<file path="config.mk">
export PLATFORM = sky130hd
export DESIGN_NAME = torus_section_tessellator_unit_flat
export DESIGN_NICKNAME = d
export VERILOG_FILES = /design/src/tst_pkg.sv /design/src/tst_if.sv /design/src/tst_div.sv /design/src/tst_cordic.sv /design/src/torus_section_tessellator_unit.sv /design/src/flat_wrapper.sv
export SDC_FILE = /design/constraint.sdc
export NUM_CORES = 2
export LEC_CHECK = 0
export ABC_CLOCK_PERIOD_IN_PS = 12390
export BUFFER_PORTS_ARGS = -buffer_cell sky130_fd_sc_hd__buf_4
export CAP_MARGIN = 30
export CORE_MARGIN = 2
export CORE_UTILIZATION = 58
export DETAILED_ROUTE_END_ITERATION = 7
export PLACE_DENSITY = 0.79
export SLEW_MARGIN = 20
export SYNTH_ARGS = -nofsm -noshare
export SYNTH_HDL_FRONTEND = slang
export SYNTH_SLANG_ARGS = --single-unit
export TNS_END_PERCENT = 20
</file>
<file path="constraint.sdc">
create_clock -name clk -period 12.39 [get_ports clk]
set_clock_uncertainty 0.05 [all_clocks]
set_input_delay 2.478 -clock clk [delete_from_list [all_inputs] [get_ports clk]]
set_output_delay 2.478 -clock clk [all_outputs]
set_load 0.005 [all_outputs]
</file>
<file path="src/tst_pkg.sv">
// ----------------------------------------------------------------------------
// tst_pkg
// Types, codes and constants shared by the torus section tessellator.
// ----------------------------------------------------------------------------
package tst_pkg;

  // divider: dividend width and radix-4 step count
  localparam int DIV_W     = 26;
  localparam int DIV_STEPS = DIV_W / 2;
  localparam int DIV_CW    = $clog2(DIV_STEPS);

  // CORDIC gain-compensated start value, Q1.30
  localparam logic signed [33:0] CORDIC_K = 34'sd652032874;
  localparam int CORDIC_ITERS = 16;

  // input kind codes
  localparam logic KIND_START = 1'b0;
  localparam logic KIND_NEXT  = 1'b1;

  // result kind codes
  localparam logic [1:0] OUT_VERTEX = 2'd0;
  localparam logic [1:0] OUT_TRI    = 2'd1;
  localparam logic [1:0] OUT_LAST   = 2'd2;

  // configuration register indexes
  localparam logic [2:0] REG_CENTER_X = 3'd0;
  localparam logic [2:0] REG_CENTER_Y = 3'd1;
  localparam logic [2:0] REG_CENTER_Z = 3'd2;
  localparam logic [2:0] REG_MAJOR_R  = 3'd3;
  localparam logic [2:0] REG_MINOR_R  = 3'd4;
  localparam logic [2:0] REG_START_A  = 3'd5;
  localparam logic [2:0] REG_END_A    = 3'd6;
  localparam logic [2:0] REG_SEGMENTS = 3'd7;

  typedef enum logic [1:0] {PH_IDLE, PH_VERT, PH_TRI, PH_DONE} phase_t;

  typedef enum logic [3:0] {
    ST_IDLE, ST_MTH, ST_DTH, ST_DU, ST_CTH, ST_CPH, ST_MUL, ST_TRI, ST_EMIT
  } seq_state_t;

  // request to the shared divider
  typedef struct packed {
    logic             start;
    logic [DIV_W-1:0] dividend;
    logic [7:0]       divisor;
  } div_req_t;

  // request to the shared CORDIC
  typedef struct packed {
    logic        start;
    logic [15:0] angle;
  } cor_req_t;

  // arctangent table, 2^32 per turn
  function automatic logic [31:0] atan_lut(input logic [3:0] k);
    logic [31:0] v;
    begin
      case (k)
        4'd0:    v = 32'h20000000;
        4'd1:    v = 32'h12E4051E;
        4'd2:    v = 32'h09FB385B;
        4'd3:    v = 32'h051111D4;
        4'd4:    v = 32'h028B0D43;
        4'd5:    v = 32'h0145D7E1;
        4'd6:    v = 32'h00A2F61E;
        4'd7:    v = 32'h00517C55;
        4'd8:    v = 32'h0028BE53;
        4'd9:    v = 32'h00145F2F;
        4'd10:   v = 32'h000A2F98;
        4'd11:   v = 32'h000517CC;
        4'd12:   v = 32'h00028BE6;
        4'd13:   v = 32'h000145F3;
        4'd14:   v = 32'h0000A2F9;
        default: v = 32'h0000517C;
      endcase
      return v;
    end
  endfunction

endpackage

</file>
<file path="src/tst_if.sv">
// ----------------------------------------------------------------------------
// tst_if
// Valid/ready channels for request beats and result beats.
// ----------------------------------------------------------------------------
interface tst_in_if;
  logic        valid;
  logic        ready;
  logic        kind;
  logic [31:0] base_index;
  modport source (output valid, kind, base_index, input ready);
  modport sink   (input valid, kind, base_index, output ready);
endinterface

interface tst_out_if;
  logic        valid;
  logic        ready;
  logic [1:0]  kind_out;
  logic [15:0] pos_x;
  logic [15:0] pos_y;
  logic [15:0] pos_z;
  logic [15:0] nrm_x;
  logic [15:0] nrm_y;
  logic [15:0] nrm_z;
  logic [15:0] tex_u;
  logic [15:0] tex_v;
  logic [31:0] idx_a;
  logic [31:0] idx_b;
  logic [31:0] idx_c;
  modport source (output valid, kind_out, pos_x, pos_y, pos_z, nrm_x, nrm_y, nrm_z,
                  tex_u, tex_v, idx_a, idx_b, idx_c, input ready);
  modport sink   (input valid, kind_out, pos_x, pos_y, pos_z, nrm_x, nrm_y, nrm_z,
                  tex_u, tex_v, idx_a, idx_b, idx_c, output ready);
endinterface

</file>
<file path="src/tst_div.sv">
// ----------------------------------------------------------------------------
// tst_div
// Unsigned restoring divider, two quotient bits per cycle.
// ----------------------------------------------------------------------------
module tst_div import tst_pkg::*; (
  input  logic             clk,
  input  logic             rst_n,
  input  div_req_t         req,
  output logic             done,
  output logic [DIV_W-1:0] quotient
);

  logic              busy_r, busy_nxt;
  logic              done_r, done_nxt;
  logic [DIV_CW-1:0] cnt_r, cnt_nxt;
  logic [DIV_W-1:0]  dvd_r, dvd_nxt;
  logic [7:0]        rem_r, rem_nxt;
  logic [7:0]        dsr_r, dsr_nxt;

  logic [8:0]       r1, r2, r1s, r2s;
  logic             b1, b2;
  logic [DIV_W-1:0] d1, d2;

  // two restoring steps
  always_comb begin
    r1  = {rem_r, dvd_r[DIV_W-1]};
    b1  = (r1 >= {1'b0, dsr_r});
    r1s = b1 ? (r1 - {1'b0, dsr_r}) : r1;
    d1  = {dvd_r[DIV_W-2:0], b1};
    r2  = {r1s[7:0], d1[DIV_W-1]};
    b2  = (r2 >= {1'b0, dsr_r});
    r2s = b2 ? (r2 - {1'b0, dsr_r}) : r2;
    d2  = {d1[DIV_W-2:0], b2};
  end

  // control and datapath next values
  always_comb begin
    busy_nxt = busy_r;
    done_nxt = 1'b0;
    cnt_nxt  = cnt_r;
    dvd_nxt  = dvd_r;
    rem_nxt  = rem_r;
    dsr_nxt  = dsr_r;
    if (req.start) begin
      busy_nxt = 1'b1;
      cnt_nxt  = '0;
      dvd_nxt  = req.dividend;
      rem_nxt  = '0;
      dsr_nxt  = req.divisor;
    end else if (busy_r) begin
      dvd_nxt = d2;
      rem_nxt = r2s[7:0];
      cnt_nxt = cnt_r + 1'b1;
      if (cnt_r == DIV_CW'(DIV_STEPS - 1)) begin
        busy_nxt = 1'b0;
        done_nxt = 1'b1;
      end
    end
  end

  always_ff @(posedge clk) begin
    if (!rst_n) begin
      busy_r <= 1'b0;
      done_r <= 1'b0;
      cnt_r  <= '0;
    end else begin
      busy_r <= busy_nxt;
      done_r <= done_nxt;
      cnt_r  <= cnt_nxt;
    end
    dvd_r <= dvd_nxt;
    rem_r <= rem_nxt;
    dsr_r <= dsr_nxt;
  end

  assign done     = done_r;
  assign quotient = dvd_r;

endmodule

</file>
<file path="src/tst_cordic.sv">
// ----------------------------------------------------------------------------
// tst_cordic
// Iterative rotation-mode CORDIC, one micro-rotation per cycle, with
// quadrant folding; returns Q1.14 cosine and sine.
// ----------------------------------------------------------------------------
module tst_cordic import tst_pkg::*; (
  input  logic               clk,
  input  logic               rst_n,
  input  cor_req_t           req,
  output logic               done,
  output logic signed [15:0] cos_o,
  output logic signed [15:0] sin_o
);

  logic               busy_r, busy_nxt;
  logic               done_r, done_nxt;
  logic [3:0]         k_r, k_nxt;
  logic signed [33:0] x_r, x_nxt, y_r, y_nxt;
  logic signed [31:0] z_r, z_nxt;
  logic [1:0]         q_r, q_nxt;

  logic [31:0]        a_full, a_off;
  logic signed [33:0] dx, dy, cx, cy;

  // Q1.30 to Q1.14 with rounding and clamp
  function automatic logic signed [15:0] to_q14(input logic signed [33:0] v);
    logic signed [34:0] t;
    logic signed [18:0] r;
    begin
      t = 35'(v) + 35'sd32768;
      r = 19'(t >>> 16);
      if (r > 19'sd16384)       r = 19'sd16384;
      else if (r < -19'sd16384) r = -19'sd16384;
      return r[15:0];
    end
  endfunction

  // micro-rotation and load
  always_comb begin
    a_full   = {req.angle, 16'b0};
    a_off    = a_full + 32'h2000_0000;
    dx       = y_r >>> k_r;
    dy       = x_r >>> k_r;
    busy_nxt = busy_r;
    done_nxt = 1'b0;
    k_nxt    = k_r;
    x_nxt    = x_r;
    y_nxt    = y_r;
    z_nxt    = z_r;
    q_nxt    = q_r;
    if (req.start) begin
      busy_nxt = 1'b1;
      k_nxt    = '0;
      x_nxt    = CORDIC_K;
      y_nxt    = '0;
      q_nxt    = a_off[31:30];
      z_nxt    = $signed(a_full - {a_off[31:30], 30'b0});
    end else if (busy_r) begin
      if (z_r >= 0) begin
        x_nxt = x_r - dx;
        y_nxt = y_r + dy;
        z_nxt = z_r - $signed(atan_lut(k_r));
      end else begin
        x_nxt = x_r + dx;
        y_nxt = y_r - dy;
        z_nxt = z_r + $signed(atan_lut(k_r));
      end
      k_nxt = k_r + 1'b1;
      if (k_r == 4'(CORDIC_ITERS - 1)) begin
        busy_nxt = 1'b0;
        done_nxt = 1'b1;
      end
    end
  end

  // quadrant restore
  always_comb begin
    case (q_r)
      2'd0:    begin cx = x_r;  cy = y_r;  end
      2'd1:    begin cx = -y_r; cy = x_r;  end
      2'd2:    begin cx = -x_r; cy = -y_r; end
      default: begin cx = y_r;  cy = -x_r; end
    endcase
  end

  always_ff @(posedge clk) begin
    if (!rst_n) begin
      busy_r <= 1'b0;
      done_r <= 1'b0;
      k_r    <= '0;
    end else begin
      busy_r <= busy_nxt;
      done_r <= done_nxt;
      k_r    <= k_nxt;
    end
    x_r <= x_nxt;
    y_r <= y_nxt;
    z_r <= z_nxt;
    q_r <= q_nxt;
  end

  assign done  = done_r;
  assign cos_o = to_q14(cx);
  assign sin_o = to_q14(cy);

endmodule

</file>
<file path="src/torus_section_tessellator_unit.sv">
// ----------------------------------------------------------------------------
// torus_section_tessellator_unit
// Torus arc tessellator: vertices then triangle index triples, computed by
// a sequencer around one divider, one CORDIC and one multiplier.
// ----------------------------------------------------------------------------
//  channel | dir | handshake          | payload
//  in_ch   | in  | valid/ready        | kind, base_index
//  out_ch  | out | valid/ready        | kind_out, pos, nrm, tex, idx_a/b/c
//  cfg     | in  | cfg_we             | cfg_index, cfg_data
//
//  A vertex beat passes through the accept, one setup multiply, two divisions,
//  two CORDIC runs, fourteen multiply/accumulate steps and one emit step;
//  ring angle and v come from a constant table. A start beat ends at the accept.
//  A triangle beat passes through the accept, one index step and the emit step.
//  in_ch.ready is high only while the sequencer is idle; a finished result
//  waits in the output register while the next beat is taken.
//  Reset is synchronous, active low.
// ----------------------------------------------------------------------------
module torus_section_tessellator_unit import tst_pkg::*; #(
  parameter int RING_STEPS = 16
) (
  input  logic        clk,
  input  logic        rst_n,
  tst_in_if.sink      in_ch,
  tst_out_if.source   out_ch,
  input  logic        cfg_we,
  input  logic [2:0]  cfg_index,
  input  logic [17:0] cfg_data
);

  localparam int RW = $clog2(RING_STEPS + 1);
  localparam logic [RW-1:0] RS_W   = RW'(RING_STEPS);
  localparam logic [RW-1:0] RS_M1  = RW'(RING_STEPS - 1);
  localparam logic [31:0]   ROW    = 32'(RING_STEPS + 1);

  // configuration
  logic signed [15:0] cx_r, cy_r, cz_r;
  logic [14:0]        rmaj_r, rmin_r;
  logic signed [17:0] sa_r, ea_r;
  logic [7:0]         seg_r;
  logic [7:0]         segs;

  // section state
  phase_t        phase_r, phase_nxt;
  logic [7:0]    sweep_r, sweep_nxt;
  logic [RW-1:0] ring_r, ring_nxt;
  logic          second_r, second_nxt;
  logic [31:0]   base_r, base_nxt;

  // sequencer
  seq_state_t seq_r, seq_nxt;
  logic       kick_r;
  logic [3:0] mstep_r, mstep_nxt;

  // working registers
  logic [7:0]         wi_r, wi_nxt;
  logic [RW-1:0]      wj_r, wj_nxt;
  logic               tri_r, tri_nxt;
  logic [1:0]         tkind_r, tkind_nxt;
  logic               tsec_r, tsec_nxt;
  logic signed [36:0] prod_r, prod_nxt;
  logic [15:0]        theta_r, theta_nxt, phi_r, phi_nxt;
  logic [15:0]        tu_r, tu_nxt, tv_r, tv_nxt;
  logic signed [15:0] ct_r, ct_nxt, st_r, st_nxt, cp_r, cp_nxt, sp_r, sp_nxt;
  logic signed [15:0] nx_r, nx_nxt, ny_r, ny_nxt;
  logic signed [18:0] ax_r, ax_nxt, ay_r, ay_nxt, az_r, az_nxt;
  logic [31:0]        c_r, c_nxt;

  // output register
  logic        out_valid_r, out_valid_nxt;
  logic [1:0]  o_kind_r, o_kind_nxt;
  logic [15:0] o_px_r, o_px_nxt, o_py_r, o_py_nxt, o_pz_r, o_pz_nxt;
  logic [15:0] o_nx_r, o_nx_nxt, o_ny_r, o_ny_nxt, o_nz_r, o_nz_nxt;
  logic [15:0] o_u_r, o_u_nxt, o_v_r, o_v_nxt;
  logic [31:0] o_a_r, o_a_nxt, o_b_r, o_b_nxt, o_c_r, o_c_nxt;

  // shared units
  div_req_t           div_req;
  logic               div_done;
  logic [DIV_W-1:0]   div_q;
  cor_req_t           cor_req;
  logic               cor_done;
  logic signed [15:0] cor_c, cor_s;

  logic signed [19:0] mul_a;
  logic signed [16:0] mul_b;
  logic signed [36:0] mul_p;
  logic signed [36:0] rnd_full, mag;
  logic signed [18:0] rnd19;
  logic signed [18:0] diff;
  logic               accept, out_free, last_cell;
  logic [2:0]         op;
  logic [16:0]        phi_full;

  function automatic logic [15:0] sat16(input logic signed [18:0] v);
    logic [15:0] r;
    begin
      if (v > 19'sd32767)       r = 16'h7FFF;
      else if (v < -19'sd32768) r = 16'h8000;
      else                      r = v[15:0];
      return r;
    end
  endfunction

  // j * 65536 / RING_STEPS, one constant entry for each j from 0 to RING_STEPS
  function automatic logic [16:0] phi_lut(input logic [RW-1:0] j);
    logic [16:0] v;
    begin
      v = '0;
      for (int k = 0; k <= RING_STEPS; k++) begin
        if (j == RW'(k)) v = 17'((k * 65536) / RING_STEPS);
      end
      return v;
    end
  endfunction

  tst_div u_div (
    .clk(clk), .rst_n(rst_n), .req(div_req), .done(div_done), .quotient(div_q)
  );

  tst_cordic u_cordic (
    .clk(clk), .rst_n(rst_n), .req(cor_req), .done(cor_done),
    .cos_o(cor_c), .sin_o(cor_s)
  );

  assign segs      = (seg_r == 8'd0) ? 8'd1 : seg_r;
  assign accept    = in_ch.valid && in_ch.ready;
  assign out_free  = !out_valid_r || out_ch.ready;
  assign op        = mstep_r[3:1];
  assign diff      = 19'(ea_r) - 19'(sa_r);
  assign last_cell = (ring_r >= RS_M1) && (({1'b0, sweep_r} + 9'd1) >= {1'b0, segs});
  assign mul_p     = mul_a * mul_b;
  assign rnd_full  = (prod_r + 37'sd8192) >>> 14;
  assign rnd19     = rnd_full[18:0];
  assign mag       = prod_r[36] ? -prod_r : prod_r;
  assign phi_full  = phi_lut(wj_r);

  // next state
  always_comb begin
    seq_nxt = seq_r;
    unique case (seq_r)
      ST_IDLE: begin
        if (accept && in_ch.kind == KIND_NEXT) begin
          if (phase_r == PH_VERT)     seq_nxt = ST_MTH;
          else if (phase_r == PH_TRI) seq_nxt = ST_TRI;
        end
      end
      ST_MTH:  seq_nxt = ST_DTH;
      ST_DTH:  if (div_done) seq_nxt = ST_DU;
      ST_DU:   if (div_done) seq_nxt = ST_CTH;
      ST_CTH:  if (cor_done) seq_nxt = ST_CPH;
      ST_CPH:  if (cor_done) seq_nxt = ST_MUL;
      ST_MUL:  if (mstep_r == 4'd13) seq_nxt = ST_EMIT;
      ST_TRI:  seq_nxt = ST_EMIT;
      ST_EMIT: if (out_free) seq_nxt = ST_IDLE;
      default: seq_nxt = ST_IDLE;
    endcase
  end

  // sequencer outputs: ready, unit requests, multiplier operands
  always_comb begin
    in_ch.ready      = (seq_r == ST_IDLE);
    div_req.start    = kick_r && (seq_r == ST_DTH || seq_r == ST_DU);
    div_req.dividend = mag[DIV_W-1:0];
    div_req.divisor  = segs;
    cor_req.start    = kick_r && (seq_r == ST_CTH || seq_r == ST_CPH);
    cor_req.angle    = theta_r;
    mul_a            = '0;
    mul_b            = '0;
    unique case (seq_r)
      ST_DU:  div_req.dividend = DIV_W'({wi_r, 15'b0});
      ST_CPH: cor_req.angle = phi_r;
      ST_MTH: begin
        mul_a = 20'(diff);
        mul_b = $signed({9'b0, wi_r});
      end
      ST_MUL: begin
        case (op)
          3'd0:    begin mul_a = 20'(ct_r); mul_b = 17'(cp_r); end
          3'd1:    begin mul_a = 20'(st_r); mul_b = 17'(cp_r); end
          3'd2:    begin mul_a = 20'(ct_r); mul_b = $signed({2'b0, rmaj_r}); end
          3'd3:    begin mul_a = 20'(st_r); mul_b = $signed({2'b0, rmaj_r}); end
          3'd4:    begin mul_a = 20'(nx_r); mul_b = $signed({2'b0, rmin_r}); end
          3'd5:    begin mul_a = 20'(ny_r); mul_b = $signed({2'b0, rmin_r}); end
          default: begin mul_a = 20'(sp_r); mul_b = $signed({2'b0, rmin_r}); end
        endcase
      end
      default: ;
    endcase
  end

  // section counters and datapath
  always_comb begin
    phase_nxt  = phase_r;
    sweep_nxt  = sweep_r;
    ring_nxt   = ring_r;
    second_nxt = second_r;
    base_nxt   = base_r;
    mstep_nxt  = mstep_r;
    wi_nxt     = wi_r;
    wj_nxt     = wj_r;
    tri_nxt    = tri_r;
    tkind_nxt  = tkind_r;
    tsec_nxt   = tsec_r;
    prod_nxt   = prod_r;
    theta_nxt  = theta_r;
    phi_nxt    = phi_r;
    tu_nxt     = tu_r;
    tv_nxt     = tv_r;
    ct_nxt     = ct_r;
    st_nxt     = st_r;
    cp_nxt     = cp_r;
    sp_nxt     = sp_r;
    nx_nxt     = nx_r;
    ny_nxt     = ny_r;
    ax_nxt     = ax_r;
    ay_nxt     = ay_r;
    az_nxt     = az_r;
    c_nxt      = c_r;

    // request beat: latch working step and advance the section
    if (accept) begin
      wi_nxt = sweep_r;
      wj_nxt = ring_r;
      if (in_ch.kind == KIND_START) begin
        base_nxt   = in_ch.base_index;
        phase_nxt  = PH_VERT;
        sweep_nxt  = '0;
        ring_nxt   = '0;
        second_nxt = 1'b0;
      end else if (phase_r == PH_VERT) begin
        tri_nxt   = 1'b0;
        mstep_nxt = '0;
        if (ring_r >= RS_W) begin
          ring_nxt = '0;
          if (sweep_r >= segs) begin
            phase_nxt  = PH_TRI;
            sweep_nxt  = '0;
            second_nxt = 1'b0;
          end else begin
            sweep_nxt = sweep_r + 8'd1;
          end
        end else begin
          ring_nxt = ring_r + 1'b1;
        end
      end else if (phase_r == PH_TRI) begin
        tri_nxt  = 1'b1;
        tsec_nxt = second_r;
        if (!second_r) begin
          tkind_nxt  = OUT_TRI;
          second_nxt = 1'b1;
        end else begin
          tkind_nxt  = last_cell ? OUT_LAST : OUT_TRI;
          second_nxt = 1'b0;
          if (last_cell) begin
            phase_nxt = PH_DONE;
            sweep_nxt = '0;
            ring_nxt  = '0;
          end else if (ring_r >= RS_M1) begin
            ring_nxt  = '0;
            sweep_nxt = sweep_r + 8'd1;
          end else begin
            ring_nxt = ring_r + 1'b1;
          end
        end
      end
    end

    case (seq_r)
      // sweep product, and ring angle and v from the table
      ST_MTH: begin
        prod_nxt = mul_p;
        phi_nxt  = phi_full[15:0];
        tv_nxt   = phi_full[16:1];
      end
      ST_DTH: if (div_done) begin
        theta_nxt = sa_r[15:0] + (prod_r[36] ? -div_q[15:0] : div_q[15:0]);
      end
      ST_DU:  if (div_done) tu_nxt = div_q[15:0];
      ST_CTH: if (cor_done) begin
        ct_nxt = cor_c;
        st_nxt = cor_s;
      end
      ST_CPH: if (cor_done) begin
        cp_nxt = cor_c;
        sp_nxt = cor_s;
      end
      // even step multiplies, odd step rounds and stores or accumulates
      ST_MUL: begin
        mstep_nxt = mstep_r + 4'd1;
        if (!mstep_r[0]) begin
          prod_nxt = mul_p;
        end else begin
          case (op)
            3'd0:    nx_nxt = rnd_full[15:0];
            3'd1:    ny_nxt = rnd_full[15:0];
            3'd2:    ax_nxt = 19'(cx_r) + rnd19;
            3'd3:    ay_nxt = 19'(cy_r) + rnd19;
            3'd4:    ax_nxt = ax_r + rnd19;
            3'd5:    ay_nxt = ay_r + rnd19;
            default: az_nxt = 19'(cz_r) + rnd19;
          endcase
        end
      end
      ST_TRI: c_nxt = base_r + 32'(wi_r) * ROW + 32'(wj_r);
      default: ;
    endcase
  end

  // output register
  always_comb begin
    out_valid_nxt = out_valid_r;
    o_kind_nxt    = o_kind_r;
    o_px_nxt      = o_px_r;
    o_py_nxt      = o_py_r;
    o_pz_nxt      = o_pz_r;
    o_nx_nxt      = o_nx_r;
    o_ny_nxt      = o_ny_r;
    o_nz_nxt      = o_nz_r;
    o_u_nxt       = o_u_r;
    o_v_nxt       = o_v_r;
    o_a_nxt       = o_a_r;
    o_b_nxt       = o_b_r;
    o_c_nxt       = o_c_r;
    if (out_ch.ready) out_valid_nxt = 1'b0;
    if (seq_r == ST_EMIT && out_free) begin
      out_valid_nxt = 1'b1;
      if (tri_r) begin
        o_kind_nxt = tkind_r;
        o_px_nxt   = '0;
        o_py_nxt   = '0;
        o_pz_nxt   = '0;
        o_nx_nxt   = '0;
        o_ny_nxt   = '0;
        o_nz_nxt   = '0;
        o_u_nxt    = '0;
        o_v_nxt    = '0;
        o_b_nxt    = c_r + ROW;
        if (!tsec_r) begin
          o_a_nxt = c_r;
          o_c_nxt = c_r + 32'd1;
        end else begin
          o_a_nxt = c_r + 32'd1;
          o_c_nxt = c_r + ROW + 32'd1;
        end
      end else begin
        o_kind_nxt = OUT_VERTEX;
        o_px_nxt   = sat16(ax_r);
        o_py_nxt   = sat16(ay_r);
        o_pz_nxt   = sat16(az_r);
        o_nx_nxt   = nx_r;
        o_ny_nxt   = ny_r;
        o_nz_nxt   = sp_r;
        o_u_nxt    = tu_r;
        o_v_nxt    = tv_r;
        o_a_nxt    = '0;
        o_b_nxt    = '0;
        o_c_nxt    = '0;
      end
    end
  end

  always_ff @(posedge clk) begin
    if (!rst_n) begin
      cx_r        <= '0;
      cy_r        <= '0;
      cz_r        <= '0;
      rmaj_r      <= 15'd2048;
      rmin_r      <= 15'd328;
      sa_r        <= '0;
      ea_r        <= 18'sd32768;
      seg_r       <= 8'd64;
      phase_r     <= PH_IDLE;
      sweep_r     <= '0;
      ring_r      <= '0;
      second_r    <= 1'b0;
      base_r      <= '0;
      seq_r       <= ST_IDLE;
      kick_r      <= 1'b0;
      mstep_r     <= '0;
      out_valid_r <= 1'b0;
    end else begin
      // register writes
      if (cfg_we) begin
        unique case (cfg_index)
          REG_CENTER_X: cx_r   <= cfg_data[15:0];
          REG_CENTER_Y: cy_r   <= cfg_data[15:0];
          REG_CENTER_Z: cz_r   <= cfg_data[15:0];
          REG_MAJOR_R:  rmaj_r <= cfg_data[14:0];
          REG_MINOR_R:  rmin_r <= cfg_data[14:0];
          REG_START_A:  sa_r   <= cfg_data;
          REG_END_A:    ea_r   <= cfg_data;
          REG_SEGMENTS: seg_r  <= cfg_data[7:0];
          default: ;
        endcase
      end
      phase_r     <= phase_nxt;
      sweep_r     <= sweep_nxt;
      ring_r      <= ring_nxt;
      second_r    <= second_nxt;
      base_r      <= base_nxt;
      seq_r       <= seq_nxt;
      kick_r      <= (seq_nxt != seq_r);
      mstep_r     <= mstep_nxt;
      out_valid_r <= out_valid_nxt;
    end
    wi_r     <= wi_nxt;
    wj_r     <= wj_nxt;
    tri_r    <= tri_nxt;
    tkind_r  <= tkind_nxt;
    tsec_r   <= tsec_nxt;
    prod_r   <= prod_nxt;
    theta_r  <= theta_nxt;
    phi_r    <= phi_nxt;
    tu_r     <= tu_nxt;
    tv_r     <= tv_nxt;
    ct_r     <= ct_nxt;
    st_r     <= st_nxt;
    cp_r     <= cp_nxt;
    sp_r     <= sp_nxt;
    nx_r     <= nx_nxt;
    ny_r     <= ny_nxt;
    ax_r     <= ax_nxt;
    ay_r     <= ay_nxt;
    az_r     <= az_nxt;
    c_r      <= c_nxt;
    o_kind_r <= o_kind_nxt;
    o_px_r   <= o_px_nxt;
    o_py_r   <= o_py_nxt;
    o_pz_r   <= o_pz_nxt;
    o_nx_r   <= o_nx_nxt;
    o_ny_r   <= o_ny_nxt;
    o_nz_r   <= o_nz_nxt;
    o_u_r    <= o_u_nxt;
    o_v_r    <= o_v_nxt;
    o_a_r    <= o_a_nxt;
    o_b_r    <= o_b_nxt;
    o_c_r    <= o_c_nxt;
  end

  // result beat
  assign out_ch.valid    = out_valid_r;
  assign out_ch.kind_out = o_kind_r;
  assign out_ch.pos_x    = o_px_r;
  assign out_ch.pos_y    = o_py_r;
  assign out_ch.pos_z    = o_pz_r;
  assign out_ch.nrm_x    = o_nx_r;
  assign out_ch.nrm_y    = o_ny_r;
  assign out_ch.nrm_z    = o_nz_r;
  assign out_ch.tex_u    = o_u_r;
  assign out_ch.tex_v    = o_v_r;
  assign out_ch.idx_a    = o_a_r;
  assign out_ch.idx_b    = o_b_r;
  assign out_ch.idx_c    = o_c_r;

endmodule

</file>
<file path="src/flat_wrapper.sv">
// flat-port wrapper written by rule: the top's interface ports become plain ports
module torus_section_tessellator_unit_flat import tst_pkg::*;
#(
  parameter int RING_STEPS = 16
)
  (clk, rst_n, cfg_we, cfg_index, cfg_data, in_ch_valid, in_ch_kind, in_ch_base_index, in_ch_ready, out_ch_valid, out_ch_kind_out, out_ch_pos_x, out_ch_pos_y, out_ch_pos_z, out_ch_nrm_x, out_ch_nrm_y, out_ch_nrm_z, out_ch_tex_u, out_ch_tex_v, out_ch_idx_a, out_ch_idx_b, out_ch_idx_c, out_ch_ready);
  tst_in_if in_ch_i ();
  tst_out_if out_ch_i ();
  input  logic clk;
  input  logic rst_n;
  input  logic cfg_we;
  input  logic [2:0] cfg_index;
  input  logic [17:0] cfg_data;
  input wire logic [$bits(in_ch_i.valid)-1:0] in_ch_valid;
  input wire logic [$bits(in_ch_i.kind)-1:0] in_ch_kind;
  input wire logic [$bits(in_ch_i.base_index)-1:0] in_ch_base_index;
  output wire logic [$bits(in_ch_i.ready)-1:0] in_ch_ready;
  output wire logic [$bits(out_ch_i.valid)-1:0] out_ch_valid;
  output wire logic [$bits(out_ch_i.kind_out)-1:0] out_ch_kind_out;
  output wire logic [$bits(out_ch_i.pos_x)-1:0] out_ch_pos_x;
  output wire logic [$bits(out_ch_i.pos_y)-1:0] out_ch_pos_y;
  output wire logic [$bits(out_ch_i.pos_z)-1:0] out_ch_pos_z;
  output wire logic [$bits(out_ch_i.nrm_x)-1:0] out_ch_nrm_x;
  output wire logic [$bits(out_ch_i.nrm_y)-1:0] out_ch_nrm_y;
  output wire logic [$bits(out_ch_i.nrm_z)-1:0] out_ch_nrm_z;
  output wire logic [$bits(out_ch_i.tex_u)-1:0] out_ch_tex_u;
  output wire logic [$bits(out_ch_i.tex_v)-1:0] out_ch_tex_v;
  output wire logic [$bits(out_ch_i.idx_a)-1:0] out_ch_idx_a;
  output wire logic [$bits(out_ch_i.idx_b)-1:0] out_ch_idx_b;
  output wire logic [$bits(out_ch_i.idx_c)-1:0] out_ch_idx_c;
  input wire logic [$bits(out_ch_i.ready)-1:0] out_ch_ready;
  assign in_ch_i.valid = in_ch_valid;
  assign in_ch_i.kind = in_ch_kind;
  assign in_ch_i.base_index = in_ch_base_index;
  assign in_ch_ready = in_ch_i.ready;
  assign out_ch_valid = out_ch_i.valid;
  assign out_ch_kind_out = out_ch_i.kind_out;
  assign out_ch_pos_x = out_ch_i.pos_x;
  assign out_ch_pos_y = out_ch_i.pos_y;
  assign out_ch_pos_z = out_ch_i.pos_z;
  assign out_ch_nrm_x = out_ch_i.nrm_x;
  assign out_ch_nrm_y = out_ch_i.nrm_y;
  assign out_ch_nrm_z = out_ch_i.nrm_z;
  assign out_ch_tex_u = out_ch_i.tex_u;
  assign out_ch_tex_v = out_ch_i.tex_v;
  assign out_ch_idx_a = out_ch_i.idx_a;
  assign out_ch_idx_b = out_ch_i.idx_b;
  assign out_ch_idx_c = out_ch_i.idx_c;
  assign out_ch_i.ready = out_ch_ready;
  torus_section_tessellator_unit #(.RING_STEPS(RING_STEPS)) u_core (.clk(clk), .rst_n(rst_n), .in_ch(in_ch_i), .out_ch(out_ch_i), .cfg_we(cfg_we), .cfg_index(cfg_index), .cfg_data(cfg_data));
endmodule
</file>
==> key figures <==
Timing
  • Tightest Pin Transition: between 1000 and 1500 ps
  • Final Max Slew Viols: 0
  • Hold Vio Cnt, Final: 0
  • Tmin final: slightly above 10000 ps
  • Relative slew slack: 0.215
  • Hold WS: roughly 410 ps
  • Final setup violation count: 0
  • Period utilization: 0.824
  • Unrepaired setup endpoints after global routing: no
  • Fmax: about 0.1 GHz
  • TNS Setup: 0 ps

Routing
  • Total Routed Length: ~190 mm
  • DRT antenna net count: 0
  • Drc violations: 0
  • Vias per Instance: a little over 6
  • Via count: about 54000
  • Pre-Repair DR Iteration Count: 6
  • Initial DRC Count: ~5500
  • Wire length per cell: ~21 microns

GRT
  • Largest net degree at the start of global routing: slightly above 90
  • GRT overflow: 0
  • Initial antenna violation count: 5
  • Vias in the first global route: 52200
  • First-pass GRT wire length: approximately 290 mm
  • GRT Util Overall: 0.310

Setup path
  • Critical path's most frequent cell: fa_1
  • WP data required: approximately 13000 ps
  • Max incr delay on CP: approximately 1100 ps
  • CP startpoint kind: flip-flop
  • Crit end category: flip-flop
  • Slowest CP cell: a22oi_1
  • Worst EP arrival: around 11000 ps
  • Critical path fanouts, max: 26
  • Crit Path Category: flip-flop to flip-flop

Pwr
  • Cell Pwr Density: between 100 and 150 nW/um^2
  • VDD IR-drop max: roughly 130 uV
  • LEAKAGE: roughly 29 nW

Worst hold path
  • Hold Path Class: flip-flop to flip-flop

Die
  • Starting Density: 0.585
  • Core Footprint: between 100000 and 150000 sq um
  • Die area: 118000 sq um
  • Die Ht: 344 microns
  • Rows: ~120
  • IO Count: around 290
  • Die Width: 344 microns

Flow run
  • Max_cap viols: 0

Final layout
  • Area of the multi-input gates: between 40000 and 50000 sq um
  • Final #Nets: around 8000
  • Share of cells above drive strength 1: 0.103
  • FF+latch area: ~23000 sq um
  • Ant diodes: 0
  • Area growth syn-to-layout: 9.80%
  • Fillers: roughly 9100

Yosys
  • Post-synth cell types: 100
  • Ys flop type: edfxtp_1
  • Synthesis warning total: 0
  • Part of the Yosys area used for sequential elements: 0.338
  • Mean Syn Cell Area: between 9 and 10 sq um
  • Cells after Synth: between 7000 and 8000
  • Post-Syn Area: roughly 67000 sq um
  • Synth Register Bits: ~850
  • Post-synth EDFFs: roughly 560
  • Share of synthesized registers carrying an async set or reset: 0

Clock network
  • Setup Buffers After CTS: 0
  • CTS root buf: clkbuf_16
  • Total of cells resized after clock tree synthesis: 0
  • Cts hold-fix bufs: 0
  • Clk buf depth: 3
  • CTS buffer count: 92
  • CTS tree: yes
  • Clock transition at path regs: ~70 ps
  • Worst-skew pair later-pin latency: 700 ps
  • CTS H-tree depth: 3
  • Clk sinks: between 800 and 900

Status
  • Status: finished, final reports clean

Placement
  • Dpl hpwl: about 140 mm
  • Gp weighted congestion: roughly 0.98
  • Number of port buffers: around 280
## worst paths after layout
| path | from | slack (ps) | to | depth (start not counted) |
|---|---|---|---|---|
| worst max-delay path | u_core.seq_r[1]$_SDFF_PN0_ | 2180 | u_core.prod_r[32]$_DFFE_PP_ | 27 |
| worst min-delay path | u_core.cx_r[0]$_SDFFE_PN0P_ | 410 | u_core.cx_r[0]$_SDFFE_PN0P_ | 2 |
| worst min register to register | u_core.cx_r[0]$_SDFFE_PN0P_ | 410 | u_core.cx_r[0]$_SDFFE_PN0P_ | 2 |
| worst max register to register | u_core.seq_r[1]$_SDFF_PN0_ | 2180 | u_core.prod_r[32]$_DFFE_PP_ | 27 |
## through the flow
| stage | power [mW] | worst slack [ps] | area (sq um) | std cells | util |
|---|---|---|---|---|---|
| floorplan | 6.78 | 130 | 67100 | 7142 | - |
| global placement | 7.61 | 2180 | 70100 | 8640 | 0.612 |
| detailed placement | 7.72 | 2470 | 70300 | 8654 | 0.614 |
| CTS | 10.7 | 2410 | 73500 | 8827 | 0.642 |
| global route | 11.3 | 1710 | 73600 | 8835 | 0.643 |
| finish | 10.7 | 2180 | 73600 | 8835 | 0.643 |
## power by group
part           internal, mW  switching [mW]  leakage (nW)
logic                  1.78            2.37          20.3
clock network          1.73            1.20          1.57
registers              3.24           0.414          7.51
total                  6.76            3.98          29.4
## sequential cells by signal (all words and copies together), names as in the netlist, 26 cells and up, named ones only
signal                 cells
u_core.u_div.quotient     26
u_core.c_r                32
u_core.u_cordic.z_r       32
u_core.base_r             32
u_core.prod_r             34
u_core.out_ch.idx_c       32
u_core.out_ch.idx_a       32
u_core.u_cordic.x_r       34
u_core.out_ch.idx_b       32
u_core.u_cordic.y_r       34
## layout by cell type (no fill, tap or decap), types with 23 or more instances in the layout
master and instances:
mux2_2 70, nand4_1 58, o211ai_1 28, a21oi_1 276
and3_1 46, and2_1 51, buf_4 365, mux2i_1 124
o21a_1 95, a22o_1 33, nand3_1 141, dfxtp_1 290
mux4_2 71, o21ai_0 313, nor4_1 27, nor2_1 658
or3_1 69, a21boi_0 169, or2_2 40, nor2b_1 136
o21bai_1 29, o22ai_1 23, xnor2_1 343, nand2b_1 77
a22oi_1 26, nor3_1 138, a31oi_1 46, fa_1 342
edfxtp_1 556, a21o_1 71, ha_1 386, o31ai_1 57
xor2_1 191, clkbuf_16 95, inv_1 607, nand2_1 821
a211oi_1 59
## cell families after synthesis
group           share of synthesized area
compound gates                      0.135
xor+xnor                           0.0699
fa+ha+maj                           0.175
buf+inv                            0.0574
flops                               0.338
mux                                0.0618
other cells                     0.0000559
simple gates                        0.163
## synth_stat cells (33+ instances only)
master | count | share of area
and3_1 | 46 | 0.0043
a31oi_1 | 46 | 0.0043
nor3_1 | 140 | 0.010
mux2_2 | 70 | 0.012
ha_1 | 386 | 0.072
clkbuf_1 | 276 | 0.015
dfxtp_1 | 298 | 0.089
or3_1 | 69 | 0.0064
buf_1 | 47 | 0.0026
nand2_1 | 822 | 0.046
a211oi_1 | 60 | 0.0067
a21oi_1 | 277 | 0.021
mux2i_1 | 124 | 0.019
o31ai_1 | 57 | 0.0064
o21a_1 | 95 | 0.011
inv_1 | 608 | 0.034
mux4_2 | 71 | 0.024
nand3_1 | 141 | 0.011
nand2b_1 | 77 | 0.0072
nor2b_1 | 136 | 0.013
xor2_1 | 192 | 0.025
a21boi_0 | 169 | 0.019
and2_1 | 51 | 0.0048
fa_1 | 342 | 0.10
nor2_1 | 663 | 0.037
or2_2 | 40 | 0.0037
edfxtp_1 | 556 | 0.25
o21ai_0 | 314 | 0.023
xnor2_1 | 343 | 0.045
a22o_1 | 33 | 0.0043
nand4_1 | 58 | 0.0054
a21o_1 | 71 | 0.0080
## worst max-delay path, delay by kind of cell, from the launching register on
kind,cells,cell delay (ps)
AOI/OAI and AO/OA,9,3360
adders and majority gates,7,3500
buffers and inverters,5,980
DFF,1,620
and+or+nand+nor,6,1420
## metal layers
layer	share of wire	up-vias	wire, microns	GRT usage
met5	0.00025	-	46	0
met4	0.049	6	9100	0.144
met3	0.089	443	16500	0.0556
met2	0.46	2374	84600	0.492
met1	0.41	26200	75200	0.416
li1	-	24900	-	-
## cell type report
type | count | share of cell area
multi-input combinational | 5305 | 0.552
sequential | 854 | 0.308
inverter | 617 | 0.0315
clock buffer | 127 | 0.0354
clock inverter | 46 | 0.00842
tap | 1512 | 0.0257
timing repair buffer | 374 | 0.0389
No activity file was read; power rests on OpenSTA's default activity.
